==> src/lfuttl_pkg.sv <==
package lfuttl_pkg;

    localparam int KEY_W  = 32;
    localparam int VAL_W  = 32;
    localparam int LIFE_W = 31;
    localparam int CAP_W  = 5;

    localparam logic [CAP_W-1:0] CAP_RESET = 5'd16;
    localparam logic [VAL_W-1:0] READ_MISS = '1;

    typedef enum logic [1:0] {
        OP_GET  = 2'd0,
        OP_PUT  = 2'd1,
        OP_TICK = 2'd2
    } t_op;

    typedef struct packed {
        logic [1:0]               opcode;
        logic signed [KEY_W-1:0]  key;
        logic signed [VAL_W-1:0]  data_value;
        logic [LIFE_W-1:0]        lifetime;
    } t_cmd;

    typedef struct packed {
        logic                     hit;
        logic signed [VAL_W-1:0]  read_value;
        logic                     evicted;
        logic signed [KEY_W-1:0]  evicted_key;
    } t_result;

    typedef enum logic [2:0] {
        ST_INIT,
        ST_IDLE,
        ST_SCAN,
        ST_SCAN_END,
        ST_WRITE,
        ST_SWEEP,
        ST_SWEEP_END,
        ST_DONE
    } t_state;

    typedef struct packed {
        logic match_found;
        logic free_found;
    } t_scan_flags;

endpackage

==> src/lfuttl_ram.sv <==
module lfuttl_ram #(
    parameter int DEPTH = 16,
    parameter int WIDTH = 8
) (
    input  logic                     i_clk,
    input  logic                     i_we,
    input  logic [$clog2(DEPTH)-1:0] i_waddr,
    input  logic [WIDTH-1:0]         i_wdata,
    input  logic                     i_re,
    input  logic [$clog2(DEPTH)-1:0] i_raddr,
    output logic [WIDTH-1:0]         o_rdata
);

    logic [WIDTH-1:0] r_mem [DEPTH];
    logic [WIDTH-1:0] r_rdata;

    always_ff @(posedge i_clk) begin
        if (i_we) begin
            r_mem[i_waddr] <= i_wdata;
        end
    end

    always_ff @(posedge i_clk) begin
        if (i_re) begin
            r_rdata <= r_mem[i_raddr];
        end
    end

    assign o_rdata = r_rdata;

endmodule

==> src/lfuttl_scan.sv <==
module lfuttl_scan #(
    parameter int ENTRIES   = 16,
    parameter int TIME_BITS = 48,
    parameter int USE_BITS  = 16,
    parameter int UW        = 5
) (
    input  logic                       i_clk,
    input  logic                       i_rst_n,
    input  logic                       i_clear,
    input  logic                       i_probe,
    input  logic [$clog2(ENTRIES)-1:0] i_idx,
    input  logic                       i_valid,
    input  logic [31:0]                i_key,
    input  logic [31:0]                i_value,
    input  logic [TIME_BITS-1:0]       i_deadline,
    input  logic [USE_BITS-1:0]        i_uses,
    input  logic [$clog2(ENTRIES)-1:0] i_order,
    input  logic [31:0]                i_search_key,
    input  logic [TIME_BITS-1:0]       i_time,
    input  logic [UW-1:0]              i_usable,
    output logic                       o_expire,
    output lfuttl_pkg::t_scan_flags    o_flags,
    output logic [$clog2(ENTRIES)-1:0] o_match_slot,
    output logic [31:0]                o_match_value,
    output logic [TIME_BITS-1:0]       o_match_deadline,
    output logic [USE_BITS-1:0]        o_match_uses,
    output logic [$clog2(ENTRIES)-1:0] o_match_order,
    output logic [$clog2(ENTRIES)-1:0] o_free_slot,
    output logic [$clog2(ENTRIES)-1:0] o_free_order,
    output logic [$clog2(ENTRIES)-1:0] o_vict_slot,
    output logic [31:0]                o_vict_key,
    output logic [$clog2(ENTRIES)-1:0] o_vict_order
);

    import lfuttl_pkg::*;

    localparam int IDX_W = $clog2(ENTRIES);

    logic              r_match_found;
    logic              r_free_found;
    logic              r_vict_found;
    logic [IDX_W-1:0]  r_match_slot;
    logic [31:0]       r_match_value;
    logic [TIME_BITS-1:0] r_match_deadline;
    logic [USE_BITS-1:0]  r_match_uses;
    logic [IDX_W-1:0]  r_match_order;
    logic [IDX_W-1:0]  r_free_slot;
    logic [IDX_W-1:0]  r_free_order;
    logic [IDX_W-1:0]  r_vict_slot;
    logic [31:0]       r_vict_key;
    logic [USE_BITS-1:0]  r_vict_uses;
    logic [IDX_W-1:0]  r_vict_order;

    logic w_live;
    logic w_in_cap;
    logic w_take_match;
    logic w_take_free;
    logic w_take_vict;

    assign w_live   = i_valid && (i_deadline > i_time);
    assign w_in_cap = UW'(i_idx) < i_usable;
    assign o_expire = i_probe && i_valid && !w_live;

    assign w_take_match = i_probe && w_live && (i_key == i_search_key) && !r_match_found;
    assign w_take_free  = i_probe && w_in_cap && !w_live && !r_free_found;
    // lowest use count wins, older touch breaks a tie
    assign w_take_vict  = i_probe && w_in_cap && w_live &&
                          (!r_vict_found || (i_uses < r_vict_uses) ||
                           ((i_uses == r_vict_uses) && (i_order < r_vict_order)));

    always_ff @(posedge i_clk) begin
        if (!i_rst_n || i_clear) begin
            r_match_found <= 1'b0;
            r_free_found  <= 1'b0;
            r_vict_found  <= 1'b0;
        end else begin
            if (w_take_match) r_match_found <= 1'b1;
            if (w_take_free)  r_free_found  <= 1'b1;
            if (w_take_vict)  r_vict_found  <= 1'b1;
        end
    end

    always_ff @(posedge i_clk) begin
        if (w_take_match) begin
            r_match_slot     <= i_idx;
            r_match_value    <= i_value;
            r_match_deadline <= i_deadline;
            r_match_uses     <= i_uses;
            r_match_order    <= i_order;
        end
        if (w_take_free) begin
            r_free_slot  <= i_idx;
            r_free_order <= i_order;
        end
        if (w_take_vict) begin
            r_vict_slot  <= i_idx;
            r_vict_key   <= i_key;
            r_vict_uses  <= i_uses;
            r_vict_order <= i_order;
        end
    end

    assign o_flags.match_found = r_match_found;
    assign o_flags.free_found  = r_free_found;
    assign o_match_slot        = r_match_slot;
    assign o_match_value       = r_match_value;
    assign o_match_deadline    = r_match_deadline;
    assign o_match_uses        = r_match_uses;
    assign o_match_order       = r_match_order;
    assign o_free_slot         = r_free_slot;
    assign o_free_order        = r_free_order;
    assign o_vict_slot         = r_vict_slot;
    assign o_vict_key          = r_vict_key;
    assign o_vict_order        = r_vict_order;

endmodule

==> src/lfu_cache_with_ttl_top.sv <==
// LFU key-value cache with a lifetime per entry. Raise start with a get, put or
// tick on i_cmd while busy is low; the result comes back on o_result for exactly
// one cycle with o_result_valid high, and it cannot be held off, so capture it
// then. All entries live in one single-port-read memory that is walked one
// entry per cycle: a get or put scans every entry (key match, expiry, free slot
// and least-used victim); a get that hits or a put then writes the chosen entry
// and walks the memory again to age the recency ranks, while a get that misses
// ends after the scan. A tick, an unknown opcode or a put at zero capacity
// skips the memory. After reset the block stays busy while it sets up the
// memory; capacity writes are taken at any time but belong in idle periods.
module lfu_cache_with_ttl_top #(
    parameter int ENTRIES   = 16,
    parameter int TIME_BITS = 48,
    parameter int USE_BITS  = 16
) (
    input  logic                                 i_clk,
    input  logic                                 i_rst_n,
    input  logic                                 start,
    input  lfuttl_pkg::t_cmd                     i_cmd,
    output logic                                 busy,
    output logic                                 o_result_valid,
    output lfuttl_pkg::t_result                  o_result,
    input  logic                                 i_cfg_we,
    input  logic [lfuttl_pkg::CAP_W-1:0]         i_cfg_wdata
);

    import lfuttl_pkg::*;

    localparam int IDX_W  = $clog2(ENTRIES);
    localparam int CNT_W  = $clog2(ENTRIES + 1);
    localparam int UW     = (CNT_W > CAP_W) ? CNT_W : CAP_W;
    localparam int SUM_W  = ((TIME_BITS > LIFE_W) ? TIME_BITS : LIFE_W) + 1;
    localparam int O_USE  = IDX_W;
    localparam int O_DL   = O_USE + USE_BITS;
    localparam int O_VAL  = O_DL + TIME_BITS;
    localparam int O_KEY  = O_VAL + VAL_W;
    localparam int WORD_W = O_KEY + KEY_W;

    localparam logic [IDX_W-1:0]     LAST     = IDX_W'(ENTRIES - 1);
    localparam logic [TIME_BITS-1:0] TIME_MAX = '1;
    localparam logic [USE_BITS-1:0]  USE_MAX  = '1;

    t_state                r_state;
    t_state                n_state;
    logic [IDX_W-1:0]      r_idx;
    logic [IDX_W-1:0]      n_idx;
    logic                  r_eval_vld;
    logic [IDX_W-1:0]      r_eval_idx;
    t_cmd                  r_cmd;
    t_result               r_res;
    t_result               n_res;
    logic [TIME_BITS-1:0]  r_time;
    logic [TIME_BITS-1:0]  n_time;
    logic [CAP_W-1:0]      r_cap;
    logic [ENTRIES-1:0]    r_valid;
    logic [ENTRIES-1:0]    n_valid;
    logic [TIME_BITS-1:0]  r_dl;
    logic [TIME_BITS-1:0]  n_dl;
    logic [IDX_W-1:0]      r_target;
    logic [IDX_W-1:0]      r_old_order;

    // sequencer outputs
    logic w_init_wr;
    logic w_write_st;
    logic w_rd_en;
    logic w_cnt_run;
    logic w_scan_ph;
    logic w_sweep_ph;

    logic                  w_accept;
    logic                  w_probe;
    logic                  w_sweep_hit;
    logic [UW-1:0]         w_usable;
    logic [UW-1:0]         w_cfg_usable;
    logic [SUM_W-1:0]      w_dl_sum;

    logic                  w_we;
    logic [IDX_W-1:0]      w_waddr;
    logic [WORD_W-1:0]     w_wdata;
    logic [WORD_W-1:0]     w_rdata;
    logic [IDX_W-1:0]      w_rd_order;
    logic [USE_BITS-1:0]   w_rd_uses;
    logic [TIME_BITS-1:0]  w_rd_dl;
    logic [VAL_W-1:0]      w_rd_value;
    logic [KEY_W-1:0]      w_rd_key;

    logic                  s_expire;
    t_scan_flags           s_flags;
    logic [IDX_W-1:0]      s_match_slot;
    logic [VAL_W-1:0]      s_match_value;
    logic [TIME_BITS-1:0]  s_match_dl;
    logic [USE_BITS-1:0]   s_match_uses;
    logic [IDX_W-1:0]      s_match_order;
    logic [IDX_W-1:0]      s_free_slot;
    logic [IDX_W-1:0]      s_free_order;
    logic [IDX_W-1:0]      s_vict_slot;
    logic [KEY_W-1:0]      s_vict_key;
    logic [IDX_W-1:0]      s_vict_order;

    logic                  w_do_write;
    logic [IDX_W-1:0]      w_target;
    logic [IDX_W-1:0]      w_old_order;
    logic [WORD_W-1:0]     w_new_word;
    logic [USE_BITS-1:0]   w_bumped;
    t_result               w_res;

    assign w_accept = start && !busy;

    assign w_usable     = (UW'(r_cap) > UW'(ENTRIES)) ? UW'(ENTRIES) : UW'(r_cap);
    assign w_cfg_usable = (UW'(i_cfg_wdata) > UW'(ENTRIES)) ? UW'(ENTRIES) : UW'(i_cfg_wdata);

    assign w_rd_order = w_rdata[0 +: IDX_W];
    assign w_rd_uses  = w_rdata[O_USE +: USE_BITS];
    assign w_rd_dl    = w_rdata[O_DL +: TIME_BITS];
    assign w_rd_value = w_rdata[O_VAL +: VAL_W];
    assign w_rd_key   = w_rdata[O_KEY +: KEY_W];

    // ---------------- sequencer ----------------
    always_comb begin
        n_state = r_state;
        case (r_state)
            ST_INIT: begin
                if (r_idx == LAST) n_state = ST_IDLE;
            end
            ST_IDLE: begin
                if (w_accept) begin
                    if (i_cmd.opcode == OP_GET) begin
                        n_state = ST_SCAN;
                    end else if (i_cmd.opcode == OP_PUT && w_usable != '0) begin
                        n_state = ST_SCAN;
                    end else begin
                        n_state = ST_DONE;
                    end
                end
            end
            ST_SCAN: begin
                if (r_idx == LAST) n_state = ST_SCAN_END;
            end
            ST_SCAN_END: n_state = ST_WRITE;
            ST_WRITE: begin
                n_state = w_do_write ? ST_SWEEP : ST_DONE;
            end
            ST_SWEEP: begin
                if (r_idx == LAST) n_state = ST_SWEEP_END;
            end
            ST_SWEEP_END: n_state = ST_DONE;
            ST_DONE:      n_state = ST_IDLE;
            default:      n_state = ST_IDLE;
        endcase
    end

    always_comb begin
        busy           = 1'b1;
        o_result_valid = 1'b0;
        w_init_wr      = 1'b0;
        w_write_st     = 1'b0;
        w_rd_en        = 1'b0;
        w_cnt_run      = 1'b0;
        w_scan_ph      = 1'b0;
        w_sweep_ph     = 1'b0;
        case (r_state)
            ST_INIT: begin
                w_init_wr = 1'b1;
                w_cnt_run = 1'b1;
            end
            ST_IDLE: busy = 1'b0;
            ST_SCAN: begin
                w_rd_en   = 1'b1;
                w_cnt_run = 1'b1;
                w_scan_ph = 1'b1;
            end
            ST_SCAN_END: w_scan_ph = 1'b1;
            ST_WRITE:    w_write_st = 1'b1;
            ST_SWEEP: begin
                w_rd_en    = 1'b1;
                w_cnt_run  = 1'b1;
                w_sweep_ph = 1'b1;
            end
            ST_SWEEP_END: w_sweep_ph = 1'b1;
            ST_DONE:      o_result_valid = 1'b1;
            default:      busy = 1'b1;
        endcase
    end

    always_ff @(posedge i_clk) begin
        if (!i_rst_n) begin
            r_state <= ST_INIT;
        end else begin
            r_state <= n_state;
        end
    end

    always_comb begin
        n_idx = r_idx;
        if (w_cnt_run) begin
            n_idx = (r_idx == LAST) ? '0 : r_idx + IDX_W'(1);
        end
    end

    always_ff @(posedge i_clk) begin
        if (!i_rst_n) begin
            r_idx      <= '0;
            r_eval_vld <= 1'b0;
        end else begin
            r_idx      <= n_idx;
            r_eval_vld <= w_rd_en;
        end
    end

    always_ff @(posedge i_clk) begin
        r_eval_idx <= r_idx;
    end

    assign w_probe     = r_eval_vld && w_scan_ph;
    assign w_sweep_hit = r_eval_vld && w_sweep_ph &&
                         (r_eval_idx != r_target) && (w_rd_order > r_old_order);

    // ---------------- item, time, capacity ----------------
    always_ff @(posedge i_clk) begin
        if (w_accept) begin
            r_cmd <= i_cmd;
        end
    end

    always_comb begin
        n_time = r_time;
        if (w_accept && i_cmd.opcode == OP_TICK && r_time != TIME_MAX) begin
            n_time = r_time + TIME_BITS'(1);
        end
    end

    always_ff @(posedge i_clk) begin
        if (!i_rst_n) begin
            r_time <= '0;
            r_cap  <= CAP_RESET;
        end else begin
            r_time <= n_time;
            if (i_cfg_we) r_cap <= i_cfg_wdata;
        end
    end

    // deadline held at the top of the time range
    always_comb begin
        w_dl_sum = SUM_W'(r_time) + SUM_W'(r_cmd.lifetime);
        n_dl     = (w_dl_sum > SUM_W'(TIME_MAX)) ? TIME_MAX : w_dl_sum[TIME_BITS-1:0];
    end

    always_ff @(posedge i_clk) begin
        if (r_state == ST_SCAN) begin
            r_dl <= n_dl;
        end
    end

    // ---------------- entry storage ----------------
    lfuttl_ram #(
        .DEPTH (ENTRIES),
        .WIDTH (WORD_W)
    ) u_ram (
        .i_clk   (i_clk),
        .i_we    (w_we),
        .i_waddr (w_waddr),
        .i_wdata (w_wdata),
        .i_re    (w_rd_en),
        .i_raddr (r_idx),
        .o_rdata (w_rdata)
    );

    lfuttl_scan #(
        .ENTRIES   (ENTRIES),
        .TIME_BITS (TIME_BITS),
        .USE_BITS  (USE_BITS),
        .UW        (UW)
    ) u_scan (
        .i_clk            (i_clk),
        .i_rst_n          (i_rst_n),
        .i_clear          (w_accept),
        .i_probe          (w_probe),
        .i_idx            (r_eval_idx),
        .i_valid          (r_valid[r_eval_idx]),
        .i_key            (w_rd_key),
        .i_value          (w_rd_value),
        .i_deadline       (w_rd_dl),
        .i_uses           (w_rd_uses),
        .i_order          (w_rd_order),
        .i_search_key     (r_cmd.key),
        .i_time           (r_time),
        .i_usable         (w_usable),
        .o_expire         (s_expire),
        .o_flags          (s_flags),
        .o_match_slot     (s_match_slot),
        .o_match_value    (s_match_value),
        .o_match_deadline (s_match_dl),
        .o_match_uses     (s_match_uses),
        .o_match_order    (s_match_order),
        .o_free_slot      (s_free_slot),
        .o_free_order     (s_free_order),
        .o_vict_slot      (s_vict_slot),
        .o_vict_key       (s_vict_key),
        .o_vict_order     (s_vict_order)
    );

    // ---------------- update decision ----------------
    assign w_bumped = (s_match_uses == USE_MAX) ? s_match_uses
                                                : s_match_uses + USE_BITS'(1);

    always_comb begin
        w_do_write  = 1'b0;
        w_target    = s_match_slot;
        w_old_order = s_match_order;
        w_new_word  = {r_cmd.key, r_cmd.data_value, r_dl, USE_BITS'(1), LAST};
        w_res.hit         = 1'b0;
        w_res.read_value  = READ_MISS;
        w_res.evicted     = 1'b0;
        w_res.evicted_key = '0;
        case (r_cmd.opcode)
            OP_GET: begin
                if (s_flags.match_found) begin
                    w_do_write       = 1'b1;
                    w_res.hit        = 1'b1;
                    w_res.read_value = s_match_value;
                    w_new_word = {r_cmd.key, s_match_value, s_match_dl, w_bumped, LAST};
                end
            end
            OP_PUT: begin
                w_do_write = 1'b1;
                if (s_flags.match_found) begin
                    w_res.hit  = 1'b1;
                    w_new_word = {r_cmd.key, r_cmd.data_value, r_dl, w_bumped, LAST};
                end else if (s_flags.free_found) begin
                    w_target    = s_free_slot;
                    w_old_order = s_free_order;
                end else begin
                    w_target          = s_vict_slot;
                    w_old_order       = s_vict_order;
                    w_res.evicted     = 1'b1;
                    w_res.evicted_key = s_vict_key;
                end
            end
            default: w_do_write = 1'b0;
        endcase
    end

    always_ff @(posedge i_clk) begin
        if (w_write_st) begin
            r_target    <= w_target;
            r_old_order <= w_old_order;
        end
    end

    // memory write: setup pass, chosen entry, then rank aging
    always_comb begin
        w_we    = 1'b0;
        w_waddr = r_idx;
        w_wdata = WORD_W'(r_idx);
        if (w_init_wr) begin
            w_we = 1'b1;
        end else if (w_write_st) begin
            w_we    = w_do_write;
            w_waddr = w_target;
            w_wdata = w_new_word;
        end else if (w_sweep_hit) begin
            w_we    = 1'b1;
            w_waddr = r_eval_idx;
            w_wdata = {w_rdata[WORD_W-1:IDX_W], w_rd_order - IDX_W'(1)};
        end
    end

    always_comb begin
        n_valid = r_valid;
        if (w_probe && s_expire) begin
            n_valid[r_eval_idx] = 1'b0;
        end
        if (w_write_st && w_do_write) begin
            n_valid[w_target] = 1'b1;
        end
        if (i_cfg_we) begin
            for (int i = 0; i < ENTRIES; i++) begin
                if (UW'(i) >= w_cfg_usable) n_valid[i] = 1'b0;
            end
        end
    end

    always_ff @(posedge i_clk) begin
        if (!i_rst_n) begin
            r_valid <= '0;
        end else begin
            r_valid <= n_valid;
        end
    end

    // ---------------- result ----------------
    always_comb begin
        n_res = r_res;
        if (w_accept) begin
            n_res.hit         = 1'b0;
            n_res.read_value  = READ_MISS;
            n_res.evicted     = 1'b0;
            n_res.evicted_key = '0;
        end else if (w_write_st) begin
            n_res = w_res;
        end
    end

    always_ff @(posedge i_clk) begin
        r_res <= n_res;
    end

    assign o_result = r_res;

`ifndef SYNTHESIS
    a_idle_after_result: assert property (@(posedge i_clk) disable iff (!i_rst_n)
        o_result_valid |=> !busy)
        else $error("block not idle after a result");

    a_evict_put_miss: assert property (@(posedge i_clk) disable iff (!i_rst_n)
        (o_result_valid && o_result.evicted) |-> (r_cmd.opcode == OP_PUT && !o_result.hit))
        else $error("eviction reported outside a missing put");

    a_tick_advance: assert property (@(posedge i_clk) disable iff (!i_rst_n)
        (w_accept && i_cmd.opcode == OP_TICK && r_time != TIME_MAX)
        |=> (r_time == $past(r_time) + TIME_BITS'(1)))
        else $error("tick did not advance time");

    a_target_live: assert property (@(posedge i_clk) disable iff (!i_rst_n)
        (w_write_st && w_do_write && !i_cfg_we) |=> r_valid[r_target])
        else $error("written entry not marked valid");
`endif

endmodule
==> config.mk <==
export PLATFORM = sky130hd
export DESIGN_NAME = lfu_cache_with_ttl_top
export DESIGN_NICKNAME = d
export VERILOG_FILES = /design/src/lfuttl_pkg.sv /design/src/lfuttl_ram.sv /design/src/lfuttl_scan.sv /design/src/lfu_cache_with_ttl_top.sv
export SDC_FILE = /design/constraint.sdc
export NUM_CORES = 2
export LEC_CHECK = 0
export BUFFER_PORTS_ARGS = -buffer_cell sky130_fd_sc_hd__buf_2
export CORE_MARGIN = 1
export CORE_UTILIZATION = 35
export CTS_BUF_LIST = sky130_fd_sc_hd__clkbuf_2
export CTS_CLUSTER_DIAMETER = 80
export DETAILED_ROUTE_END_ITERATION = 8
export MAX_ROUTING_LAYER = met4
export RECOVER_POWER = 100
export SYNTH_ARGS = -nofsm -noshare
export SYNTH_HDL_FRONTEND = slang
export SYNTH_SLANG_ARGS = --single-unit
==> constraint.sdc <==
create_clock -name i_clk -period 9.95 [get_ports i_clk]
set_input_delay 0 -clock i_clk [delete_from_list [all_inputs] [get_ports i_clk]]
set_output_delay 0 -clock i_clk [all_outputs]
set_load 0.05 [all_outputs]
Yosys cells after proc, flatten, opt, wreduce, memory -nomap -nowiden
Memory sizes are Yosys's and may differ from the RTL's. A register that Yosys moved wholly into a read port is not among the register bits.
Cells that the tools add are included.
- bits of input ports: 106
- bits in writable memories: 2112
- bits in registers: 471
- output and inout port bits: 68
- logic and storage cells: 203
- memories kept: 1
- $lt $le $gt $ge: 28
- bitwise operators: 3
- $add $sub $neg: 5
- eq/ne operators: 20
- reduce and logical (&&, ||, !) cells: 41
- muxes and demuxes: 73
- memory list (memory ; words ; width ; read ports ; clocked after memory_dff ; wr ports ; RTL line ; text):
    u_ram.r_mem ; 16 ; 132 ; 1 ; 1 ; 1 ; lfuttl_ram.sv:14 ; logic [WIDTH-1:0] r_mem [DEPTH];
- operators by type and width (cell ; count):
    2-to-1 mux 132 bit ; 3
    case mux 100 bit (2 select lines) ; 1
    2-to-1 mux 33 bit ; 4
    2-to-1 mux 100 bit ; 1
    2-to-1 mux 16 bit ; 4
    adder 48 x 31 -> 49 bit ; 1
    greater-than comparator 49 x 48 -> 1 bit (second input constant) ; 1
    adder 48 x 1 -> 48 bit (second input constant) ; 1
    greater-than comparator 48 bit ; 1
    != test 48 bit (second input constant) ; 1
    greater-or-equal comparator 4 x 5 -> 1 bit (first input constant) ; 8
    2-to-1 mux 4 bit ; 10
    2-to-1 mux 1 bit ; 33
    equality test 32 bit ; 1
    2-to-1 mux 32 bit ; 1
    logical AND 1 bit ; 24
    case mux 3 bit (8 select lines) ; 1
    greater-or-equal comparator 3 x 5 -> 1 bit (first input constant) ; 4
    2-to-1 mux 20 bit ; 1
    2-to-1 mux 3 bit ; 6
    adder 16 x 1 -> 16 bit (second input constant) ; 1
    bitwise AND 16 bit ; 1
    equality test 16 bit ; 1
    equality test 16 bit (second input constant) ; 1
    other kinds (35) ; 59

Logic depth before layout (Yosys ltp)
- depth in word-level cells: 12
- depth in mapped cells: 15
- mapped depth without buffers: 12

Cells and area by module
A second synthesis with hierarchy kept.
- cell total of the unflattened synthesis: 5639
- area total of the unflattened synthesis: 106691.1 um2
- by module, submodules not included (module ; area an instance (um2) ; sequential area each (um2) ; times used ; cells an instance):
    lfuttl_ram ; 83367.5 ; 67384.6 ; 1 ; 3454
    lfu_cache_with_ttl_top ; 16010.4 ; 7537.2 ; 1 ; 1708
    lfuttl_scan ; 7313.3 ; 5104.9 ; 1 ; 477

Worst setup path after synthesis
OpenSTA, ideal clock, no wires.
- path type: register to register
- from: reg r_time[43]
- to: reg u_scan.r_match_deadline[0] (netlist: u_scan.o_match_deadline[0]) (enable)
- data required time: 9.253 ns
- period minus slack after synthesis: 10.173 ns
- buffers on the path: 0
- library setup time: 0.697 ns
- slack: -0.223 ns
- data arrival time: 9.476 ns
- cell stages (with the launch flop): 10
- cell sequence: dfxtp_1 > inv_1 > ha_1 > nand4_1 > or4_1 > or3_1 > nand3b_1 > o221ai_1 > o31ai_4 > nor3_1
- word-level cells in the longest chain between the ends: 5
- RTL lines (what ; RTL line ; text):
    start: declaration ; lfu_cache_with_ttl_top.sv:52 ; logic [TIME_BITS-1:0] r_time;
    start signal: assignment ; lfu_cache_with_ttl_top.sv:237 ; r_time <= n_time;
    greater-than comparator 48 bit ; lfuttl_scan.sv:60 ; assign w_live = i_valid && (i_deadline > i_time);
    logical AND 1 bit ; lfuttl_scan.sv:60 ;
    logical AND 1 bit (3 in series) ; lfuttl_scan.sv:64 ; assign w_take_match = i_probe && w_live && (i_key == i_search_key) && !r_match_found;
    named net u_scan.w_take_match ; lfuttl_scan.sv:56 ; logic w_take_match;
    end signal: assignment ; lfuttl_scan.sv:87 ; r_match_deadline <= i_deadline;
    end: declaration ; lfuttl_scan.sv:44 ; logic [TIME_BITS-1:0] r_match_deadline;
The timed path passes the listed nets, and every way through them passes these cells.
A chain may end at the register's enable or synchronous reset.

Worst setup path in the final report
- from: reg r_state[0]
- to: mem u_ram.r_mem[5][22] in the netlist's numbering (enable)
- word-level cells in the longest chain between the ends: 11
- elaborated cells on any way between the ends: 19
- those cells by class: eq/ne: 3; mux: 11; reduce/logical: 5
- RTL lines (what ; RTL line ; text):
    start: declaration ; lfu_cache_with_ttl_top.sv:43 ; t_state r_state;
    start signal: assignment ; lfu_cache_with_ttl_top.sv:189 ; r_state <= n_state;
    equality test 3 bit ; lfu_cache_with_ttl_top.sv:161 ; case (r_state)
    OR reduction 2 bit (no source line) ; n/a ;
    2-to-1 mux 1 bit ; lfu_cache_with_ttl_top.sv:161 ;
    logical AND 1 bit (2 in series) ; lfu_cache_with_ttl_top.sv:215 ; assign w_sweep_hit = r_eval_vld && w_sweep_ph &&
    logical AND 1 bit ; lfu_cache_with_ttl_top.sv:216 ; (r_eval_idx != r_target) && (w_rd_order > r_old_order);
    2-to-1 mux 1 bit ; lfu_cache_with_ttl_top.sv:361 ; end else if (w_sweep_hit) begin
    2-to-1 mux 1 bit ; lfu_cache_with_ttl_top.sv:357 ; end else if (w_write_st) begin
    2-to-1 mux 1 bit ; lfu_cache_with_ttl_top.sv:355 ; if (w_init_wr) begin
    2-to-1 mux 1 bit ; lfuttl_ram.sv:18 ; if (i_we) begin
    2-to-1 mux 1 bit (not written as such) ; lfuttl_ram.sv:19 ; r_mem[i_waddr] <= i_wdata;
    end: declaration ; lfuttl_ram.sv:14 ;
Parallel ways exist; a longest one is shown, timed or not.

==> impl_metrics.csv <==
group,metric,value,unit
timing,fmax,0.129,GHz
placement,gp_congestion,0.809,
yosys,seq_area_frac_synth,75.6,%
global_route,grt_pass1_wl,388000,µm
setup_path,path_max_fanout,102,
yosys,synth_area,106000,µm²
power_and_ir_drop,swShare,24.0,%
yosys,synthDistinctLibCells,67,
drt,drt_pass1_iterations,5,
yosys,synth-edff-count,2565,
timing,slew_violations,1182,
setup_path,r2r_end,"u_ram.r_mem[5][22]$_DFFE_PP_",
clock_network,clock_latency,1.76,ns
setup_path,reg2reg_depth,9,
yosys,ys.flop_type,"edfxtp_1",
setup_path,crit_required,11.10,ns
global_route,gr-total-overflow,0,
yosys,async_flop_share,0,%
power_and_ir_drop,p_int,15.9,mW
drt,drtIter0Drc,5535,
yosys,ys_seq_elements,2715,
clock_network,postCtsSetupBuffers,0,
setup_path,startpoint_type,"flop",
global_route,grt_pass1_vias,58700,
outcome,failed_checks,"max-capacitance violations, max-slew violations",
finish,final_nets,6611,
setup_path,r2r_slack,2.19,ns
timing,tightest_slew,4.15,ns
drt,drcViolationCount,0,
floorplanning,rows,201,
setup_path,crit_start,"r_state[0]$_SDFFE_PN0P_",
power_and_ir_drop,p_switching,5.03,mW
finish,fin_util,40.6,%
floorplanning,dieArea,305000,µm²
run,cap_viol_max_count,31,
timing,grt_setup_unrepaired,"false",
clock_network,htree_levels,6,
timing,relSlewSlack,-177,%
placement,numPortBuffers,173,
yosys,yosysWarnings,0,
floorplanning,pin_count,174,
setup_path,cp-endpoint,"u_ram.r_mem[5][22]$_DFFE_PP_",
yosys,yosysTopAreaCell,"edfxtp_1",
timing,finalClockSkew,0.190,ns
timing,min_period_over_period,78.0,%
drt,via_count,56400,
yosys,synthCells,5210,
floorplanning,die_x,552,µm
finish,drive_above_1_share,27.0,%
drt,wire_per_inst,24.5,µm
yosys,syn_nets,5426,
global_route,grt_max_degree,148,
drt,vias_per_cell,5.21,
floorplanning,die_y,552,µm
yosys,synth_top_area_share,72.8,%
global_route,antenna_found_initial,15,
setup_path,critPathCaptureType,"flop",
drt,postRouteWirelength,265000,µm
finish,area_delta_synth_final,15.1,%
clock_network,max-clock-path-buffers,4,
power_and_ir_drop,clkPwrFrac,34.4,%
timing,setup_tns,0,ns
setup_path,timing.rr.start,"r_state[0]$_SDFFE_PN0P_",
yosys,synth_area_leaders,"edfxtp_1, mux4_2, dfxtp_1",
clock_network,clk_pin_slew,0.11,ns
timing,finalHoldViolations,0,
drt,drtAntennaViolNets,0,
yosys,avgSynthCellArea,20.3,µm²
power_and_ir_drop,power_leakage,37.7,nW
floorplanning,start_util,35.3,%
finish,fill_cells,27000,
power_and_ir_drop,p_per_area,172,nW/µm²
clock_network,numCtsBuffers,658,
outcome,status,"complete, but fails checks",
power_and_ir_drop,comb_power_share,5.4,%
floorplanning,core_area,300000,µm²
global_route,grt_usage,17.8,%
clock_network,cts_tree,"built",
setup_path,critical_path_arrival,8.91,ns
setup_path,criticalPathCategory,"flop to flop",
power_and_ir_drop,p_seq_share,60.2,%
placement,place_hpwl,134000,µm
clock_network,cts_sinks,2715,
timing,finalCriticalPeriod,7.76,ns
clock_network,cts_root_buf,"clkbuf_2",
hold_path,hp-class,"input pin to flop",
power_and_ir_drop,ir_worst_vdd,0.0967,mV
timing,setup_viol,0,
==> per-layer routing <==
metal | vias to the layer above | global-route usage (%) | share of wire (%)
met2 | 2273 | 27.4 | 48
met4 | 0 | 4.69 | 1.7
li1 | 24100 | - | -
met1 | 29700 | 24.1 | 44
met5 | - | - | 0
met3 | 341 | 3.53 | 7.2
==> state kept, by name, indices dropped and copies added (netlist names), 5 cells and up <==
signal / count
u_scan.o_match_uses: 16
u_ram.o_rdata: 132
r_valid: 16
r_cap: 5
u_scan.o_vict_key: 32
u_scan.r_vict_uses: 16
u_ram.r_mem: 2112
u_scan.o_match_value: 32
r_dl: 48
r_time: 48
r_cmd: 97
u_scan.o_match_deadline: 48
o_result: 66
==> cell usage after synthesis, types with 6 or more instances <==
master / count
mux2i_1: 99
nor2_1: 141
a21oi_1: 95
a211oi_1: 8
inv_1: 90
o21ai_0: 168
and3_1: 29
buf_2: 9
o22ai_1: 33
xor2_1: 43
nor4_1: 11
xnor2_1: 78
dfxtp_1: 150
o21a_1: 15
ha_1: 109
a21o_1: 29
nand4_1: 30
and4_1: 6
and2_1: 52
nand3_1: 45
edfxtp_1: 2565
nand2b_1: 23
a31oi_1: 11
nor3_1: 17
buf_1: 43
a22oi_1: 51
mux4_2: 664
a21boi_0: 12
nor2b_1: 15
a22o_1: 13
o21ai_1: 6
clkbuf_1: 192
or3_1: 16
nand2_1: 277
==> power by group through the flow <==
stage	Sequential (mW)	Combinational (mW)	Clock (mW)
5_1_grt	12.6	1.20	8.00
6_report	12.6	1.13	7.22
3_5_place_dp	12.9	1.02	0
3_3_place_gp	12.9	1.01	0
2_1_floorplan	12.9	0.677	0
4_1_cts	12.6	1.15	7.45
==> worst min path at each step <==
stage                        start                     end  slack, ns  cells past startpoint
floorplan                 i_cmd[0]      r_cmd[0]$_DFFE_PP_        0.1                      0
finish              i_cfg_wdata[4]  r_valid[15]$_SDFF_PN0_       0.31                      6
detailed placement       i_cmd[11]     r_cmd[11]$_DFFE_PP_       0.18                      1
global route        i_cfg_wdata[4]  r_valid[15]$_SDFF_PN0_       0.22                      6
global placement         i_cmd[41]     r_cmd[41]$_DFFE_PP_       0.18                      1
CTS                 i_cfg_wdata[4]  r_valid[15]$_SDFF_PN0_       0.07                      6
==> metrics by stage <==
stage | std cells | setup WS, ns | total power, mW | cell area [µm²] | hold slack, ns
2_1_floorplan | 5210 | 1.71 | 13.6 | 106000 | 0.0989
3_3_place_gp | 9265 | 4.08 | 13.9 | 112000 | 0.179
3_5_place_dp | 9265 | 4.13 | 13.9 | 112000 | 0.178
4_1_cts | 10800 | 4.00 | 21.2 | 122000 | 0.0677
5_1_grt | 10800 | 1.89 | 21.9 | 122000 | 0.219
6_report | 10800 | 2.19 | 21.0 | 122000 | 0.311
==> placed cells by master, fill, tap and decap left out, drive strengths merged, types with 6 or more instances in the layout <==
| cell type | Yosys | layout |
|---|---|---|
| mux4 | 664 | 664 |
| a21o | 29 | 29 |
| buf | 52 | 162 |
| o21ai | 174 | 174 |
| or3 | 16 | 16 |
| nor2b | 15 | 15 |
| a31oi | 11 | 11 |
| nor2 | 141 | 141 |
| o21a | 15 | 15 |
| nand3 | 47 | 47 |
| nand2 | 277 | 277 |
| clkinv | 2 | 137 |
| and3 | 29 | 29 |
| bufinv | 0 | 11 |
| xor2 | 43 | 43 |
| a211oi | 8 | 8 |
| edfxtp | 2565 | 2565 |
| mux2i | 99 | 99 |
| and2 | 52 | 52 |
| diode | 0 | 15 |
| a21boi | 12 | 12 |
| a22o | 13 | 13 |
| ha | 109 | 109 |
| dfxtp | 150 | 150 |
| o22ai | 33 | 33 |
| nor4 | 12 | 12 |
| a22oi | 51 | 51 |
| dlygate4sd3 | 0 | 428 |
| clkinvlp | 0 | 8 |
| nor3 | 18 | 18 |
| a21oi | 95 | 95 |
| clkbuf | 192 | 1137 |
| nand2b | 23 | 23 |
| inv | 90 | 101 |
| xnor2 | 78 | 78 |
| nand4 | 31 | 31 |
| and4 | 6 | 6 |
==> critical path: stages (launching register included) <==
cell and delay, ns:
dfxtp_1 0.43, nor2_1 2.11, nand2_4 0.49, clkinvlp_2 1.29, nor3_1 0.16, a21oi_1 0.19
o21ai_0 0.18, nand2b_1 0.26, nor2_1 0.20, clkbuf_4 1.79
==> kinds of logic (layout without fill, tap and decap cells) <==
group / after synthesis / in the layout / synth area share, %
XOR/XNOR: 121 / 121 / 1.00
adder cells (fa/ha/maj): 110 / 110 / 1.31
multiplexers: 763 / 763 / 15.1
other: 0 / 15 / 0
AO/OA/AOI/OAI: 475 / 475 / 2.74
buffers and inverters: 336 / 1984 / 1.20
flip-flops: 2715 / 2715 / 75.6
AND/OR/NAND/NOR: 690 / 690 / 3.10
==> cell type report <==
type                       instances  area [µm²]  share of cell area, %
clock buffer                     958        4790                   3.93
timing repair buffer             769        6100                   5.01
inverter                          92         352                  0.289
multi-input combinational       2159       24600                   20.2
sequential                      2715       80000                   65.7
tap                             3958        4950                   4.06
clock inverter                   165         962                  0.790
antenna                           15        37.5                 0.0308
==> what timing repair did <==
item	in CTS	in global routing
endpoints found under the hold margin	228	0
hold buffers	428	0
endpoints found under the setup margin	0	0
resized for setup	0	0
Power figures use the tool's default switching activity.
